--- config.mk ---
export PLATFORM = sky130hd
export DESIGN_NAME = pcft_ram
export DESIGN_NICKNAME = d
export VERILOG_FILES = /design/src/hdl/pcft_ram.sv
export SDC_FILE = /design/constraint.sdc
export NUM_CORES = 1
export LEC_CHECK = 0
export BUFFER_PORTS_ARGS = -buffer_cell sky130_fd_sc_hd__buf_2
export CORE_UTILIZATION = 40
export CTS_BUF_LIST = sky130_fd_sc_hd__clkbuf_4 sky130_fd_sc_hd__clkbuf_8
export DETAILED_ROUTE_END_ITERATION = 8
export GPL_ROUTABILITY_DRIVEN = 0
export PLACE_DENSITY = 0.54
export SYNTH_ARGS = -nofsm -noshare
export SYNTH_HDL_FRONTEND = slang
export SYNTH_SLANG_ARGS = --single-unit
--- constraint.sdc ---
create_clock -name clk -period 2.8 [get_ports clk]
set_input_delay 0.14 -clock clk [delete_from_list [all_inputs] [get_ports clk]]
set_output_delay 0.14 -clock clk [all_outputs]
set_load 0.05 [all_outputs]
--- src/hdl/pcft_ram.sv ---
// Generic single-port-write, single-port-read RAM with registered read.
// No dependencies.
module pcft_ram #(
	parameter int WIDTH = 8,
	parameter int DEPTH = 16
) (
	input  logic                     clk,
	input  logic                     we,
	input  logic [$clog2(DEPTH)-1:0] waddr,
	input  logic [WIDTH-1:0]         wdata,
	input  logic [$clog2(DEPTH)-1:0] raddr,
	output logic [WIDTH-1:0]         rdata
);

	logic [WIDTH-1:0] mem [DEPTH];

	always_ff @(posedge clk) begin
		if (we) begin
			mem[waddr] <= wdata;
		end
		rdata <= mem[raddr];
	end

endmodule

# Word-level counts from Yosys, hierarchy flattened
# Memories as Yosys holds them, arrays and structs flattened. A register that Yosys moved wholly into a read port is not among the register bits.
# Cells that the tools add are included.
[classes] n_mux=2
[ops] operator="$mux W1" n=2
[totals] regBits=0 ram_bits=128 inputBits=18 out_inout_bits=8 word_cells=3 memories=1
[memory_table] memory="mem" words=16 word_bits=8 rd=1 rd_clocked_by_memory_dff=1 wr=1 line="15" text="logic [WIDTH-1:0] mem [DEPTH];"

# Depth between registers and ports, before layout
[logic_depth] word_depth=2 mapped_depth=5 ltp_nobuf=3

# Least setup slack after synthesis
# No wires, ideal clock.
[synth_path] kind="input to register" start="in waddr[2]" end="mem mem[0][0] (enable)" setup_ns=0.383 arrival_ns=1.250 required_ns=2.417 slack_ns=1.167 cell_stages=2 n_path_buf=0 cell_sequence="or3b_2 -> nor3_1"
[synth_rtl] item="from (decl)" line="9" text="input logic [$clog2(DEPTH)-1:0] waddr,"
[synth_rtl] item="to (decl)" line="15"
# Straight into the memory's write port.

==> impl_metrics.prom <==
# TYPE chip_impl_metric gauge
chip_impl_info{name="status",value="completed"} 1
chip_impl_metric{name="first_pass_grt_wire_length",unit="mm"} 14.81
chip_impl_metric{name="clock_power_share",unit=""} 0.369
chip_impl_metric{name="largest_net_degree_at_the_start_of_global_routing",unit=""} 33
chip_impl_info{name="biggest_area_consumer_among_synthesized_cells",value="edfxtp_1"} 1
chip_impl_metric{name="setup_violations",unit=""} 0
chip_impl_metric{name="total_switching_power",unit="µW"} 871.4
chip_impl_info{name="critPathCaptureType",value="flip-flop"} 1
chip_impl_metric{name="grt-ovfl-total",unit=""} 0
chip_impl_metric{name="drc",unit=""} 0
chip_impl_metric{name="detailedRoute.firstIterationViolations",unit=""} 144
chip_impl_metric{name="cts-hold-fix-buffers",unit=""} 0
chip_impl_metric{name="finalCoreUtilization",unit=""} 0.4658
chip_impl_metric{name="finish.net_count",unit=""} 290
chip_impl_metric{name="finalWorstPathRequiredPeriod",unit="ns"} 1.381
chip_impl_metric{name="hpwl",unit="mm"} 6.012
chip_impl_metric{name="core_rows",unit=""} 41
chip_impl_info{name="post-synth-top-count-cell",value="edfxtp_1"} 1
chip_impl_metric{name="clock_skew",unit="ns"} 0.008559
chip_impl_metric{name="postRouteAntennaNets",unit=""} 0
chip_impl_metric{name="area_delta_synth_final",unit="%"} 13.73
chip_impl_info{name="yosys-top-cells-count",value="128 x edfxtp_1, 18 x mux4_2, 16 x a22oi_1"} 1
chip_impl_metric{name="synthesis.area",unit="mm²"} 0.005147
chip_impl_metric{name="placement.io_buffers",unit=""} 25
chip_impl_metric{name="cts_max_path_buffers",unit=""} 2
chip_impl_metric{name="clk_pin_slew_worst_paths",unit="ns"} 0.07
chip_impl_metric{name="first_global_vias",unit=""} 2487
chip_impl_metric{name="postSynthCellCount",unit=""} 229
chip_impl_metric{name="fp.dieW",unit="µm"} 115.4
chip_impl_metric{name="power.switching_fraction",unit=""} 0.2165
chip_impl_metric{name="drt-wirelength-per-cell",unit="µm"} 21.32
chip_impl_info{name="cp-start-kind",value="flip-flop"} 1
chip_impl_metric{name="ctsHtreeMaxLevel",unit=""} 4
chip_impl_metric{name="num_antenna_cells",unit=""} 0
chip_impl_metric{name="timing_max_transition_violations_final",unit=""} 0
chip_impl_metric{name="synth_mux_area_frac",unit=""} 0.1502
chip_impl_metric{name="cellLeakagePower",unit="µW"} 0.001941
chip_impl_metric{name="max_slew.worst_pin.slew",unit="ns"} 0.9561
chip_impl_metric{name="routed-via-count",unit=""} 2333
chip_impl_metric{name="yosysWarningCount",unit=""} 0
chip_impl_metric{name="yosys.area_share.simple",unit=""} 0.03184
chip_impl_metric{name="synth-edff-count",unit=""} 128
chip_impl_metric{name="fmax",unit="GHz"} 0.7240
chip_impl_metric{name="post_synth.cell_area_avg",unit="µm²"} 22.48
chip_impl_metric{name="yosysUniqueCellTypes",unit=""} 19
chip_impl_metric{name="post_cts.repair.setup_buffers",unit=""} 0
chip_impl_metric{name="power_frac_seq",unit=""} 0.568
chip_impl_metric{name="grt_antenna_before_repair",unit=""} 0
chip_impl_info{name="largest_family_of_logic_cells_by_synthesized_area",value="multiplexers"} 1
chip_impl_metric{name="groute.usage.overall",unit=""} 0.1661
chip_impl_metric{name="initial_core_util",unit=""} 0.4096
chip_impl_metric{name="post_cts_resize_count",unit=""} 0
chip_impl_metric{name="crit_required",unit="ns"} 3.09
chip_impl_metric{name="final_min_period_over_clock_period",unit=""} 0.4933
chip_impl_metric{name="core_region_area",unit="mm²"} 0.01257
chip_impl_metric{name="cpPeakStageDelay",unit="ns"} 0.49
chip_impl_metric{name="post_route_setup_tns",unit="ns"} 0
chip_impl_info{name="ys_dominant_reg_cell",value="edfxtp_1"} 1
chip_impl_info{name="hold_path_class",value="primary input to flip-flop"} 1
chip_impl_metric{name="adder_cell_share_of_the_synthesized_area",unit=""} 0
chip_impl_metric{name="p_comb_frac",unit=""} 0.063
chip_impl_metric{name="routed_wirelength",unit="mm"} 9.743
chip_impl_info{name="netlist_top_cells_area",value="edfxtp_1 75%, mux4_2 7.9%, mux4_1 7.1%, dfxtp_1 3.1%, a22oi_1 2.3%"} 1
chip_impl_metric{name="number_of_top_level_pins",unit=""} 26
chip_impl_metric{name="cts_inserted_buffers",unit=""} 17
chip_impl_metric{name="asyncSetResetFlopFracSynth",unit=""} 0
chip_impl_metric{name="final_layout_size_suffix_gt1_frac",unit=""} 0.2982
chip_impl_metric{name="timing.max_cap.violations",unit=""} 0
chip_impl_metric{name="irDropWorstVdd",unit="µV"} 326.5
chip_impl_metric{name="yosysSeqAreaShare",unit=""} 0.7778
chip_impl_info{name="slowest_cell_on_crit_path",value="mux4_2"} 1
chip_impl_metric{name="synth-compound-area-share",unit=""} 0.02333
chip_impl_metric{name="clkSinkCount",unit=""} 136
chip_impl_metric{name="worst-endpoint-arrival",unit="ns"} 1.67
chip_impl_info{name="rsz0062_at_grt",value="no"} 1
chip_impl_metric{name="power_report.internal_total",unit="µW"} 3153
chip_impl_metric{name="final-hold-violation-count",unit=""} 0
chip_impl_metric{name="synth_xor_xnor_area_share",unit=""} 0
chip_impl_metric{name="crit_path_max_fanout",unit=""} 1
chip_impl_metric{name="clk_lat_worst_skew",unit="ns"} 0.43
chip_impl_info{name="cts_tree",value="yes"} 1
chip_impl_metric{name="die_y",unit="µm"} 115.4
chip_impl_info{name="critical_path.cell_chain",value="mux4_2, a22oi_1, nand2_1"} 1
chip_impl_info{name="criticalPathCategory",value="flip-flop to flip-flop"} 1
chip_impl_metric{name="max-slew-margin-rel",unit=""} 0.3602
chip_impl_info{name="cts.root.buffer_cell",value="clkbuf_8"} 1
chip_impl_metric{name="ys_seq_elements",unit=""} 136
chip_impl_metric{name="mappedNetlistNets",unit=""} 247
chip_impl_metric{name="routed_via_density",unit=""} 5.105
chip_impl_metric{name="hold-worst-slack",unit="ns"} 0.09995
chip_impl_metric{name="firstDrtPassIters",unit=""} 4
chip_impl_metric{name="floorplan.die_area",unit="mm²"} 0.01333
chip_impl_metric{name="power_per_cell_area",unit="mW/mm²"} 687.4
chip_impl_metric{name="synth_top_area_share",unit=""} 0.7467
## path summary, 6_finish.rpt
kind | startpoint | to | slack (ns) | cells past startpoint
worst min register to register | mem[8][1] | rdata[1] | 0.68 | 3
worst min-delay path | wdata[7] | mem[15][7] | 0.1 | 1
worst max-delay path | mem[15][6] | rdata[6] | 1.42 | 3
worst max register to register | mem[15][6] | rdata[6] | 1.42 | 3
## per-layer routing
| metal | up-vias | wire length, µm | track usage |
|---|---|---|---|
| met1 | 1210 | 4600 | 0.2234 |
| met3 | 6 | 465 | 0.05282 |
| met2 | 62 | 4593 | 0.2555 |
| met4 | 0 | 85 | 0.06147 |
| li1 | 1055 | - | - |
| met5 | - | 0 | 0 |
## flip-flops by register name, indices dropped and copies added (netlist names)
name / count
mem: 128
rdata: 8
## power groups by stage
stage	clock [µW]	combinational [µW]	sequential [µW]
floorplan	0	116	2380
CTS	1520	257	2290
global placement	0	253	2330
detailed placement	0	257	2330
global route	1590	272	2290
finish	1490	253	2290
## layout make-up
cell class                 count  area, µm²
clock buffer                  23      297.8
timing repair buffer          34      205.2
tap                          172      215.2
clock inverter                 9      75.07
fill                        1074       6714
sequential                   136       4004
multi-input combinational     83       1057
## cells by family after synthesis
| kind of cell | Yosys count |
|---|---|
| buf+inv | 10 |
| flops | 136 |
| compound gates | 16 |
| simple gates | 35 |
| mux | 32 |
## layout by cell type, fill, tap and decap left out, types with 4 or more instances in the layout
cell / count
mux4_2: 18
edfxtp_1: 128
nor2_1: 13
dfxtp_1: 8
a22oi_1: 16
mux4_1: 14
buf_4: 8
clkinv_2: 6
clkbuf_8: 20
nand2_1: 9
buf_2: 25
nor3_1: 4
## worst max-delay path, delay by kind of cell (launching register included)
| family | cells | cell delay [ns] |
|---|---|---|
| compound gates | 1 | 0.22 |
| mux | 1 | 0.49 |
| flops | 1 | 0.37 |
| simple gates | 1 | 0.16 |
## per-stage QoR
stage | setup slack (ns) | area (µm²) | std cells | total power, µW
2_1_floorplan | 1.167 | 5147 | 229 | 2491
3_3_place_gp | 1.088 | 5482 | 425 | 2582
3_5_place_dp | 1.068 | 5482 | 425 | 2588
4_1_cts | 1.404 | 5854 | 457 | 4062
5_1_grt | 1.362 | 5854 | 457 | 4154
6_report | 1.419 | 5854 | 457 | 4024
Note: power is estimated with default switching activity, not from simulation.
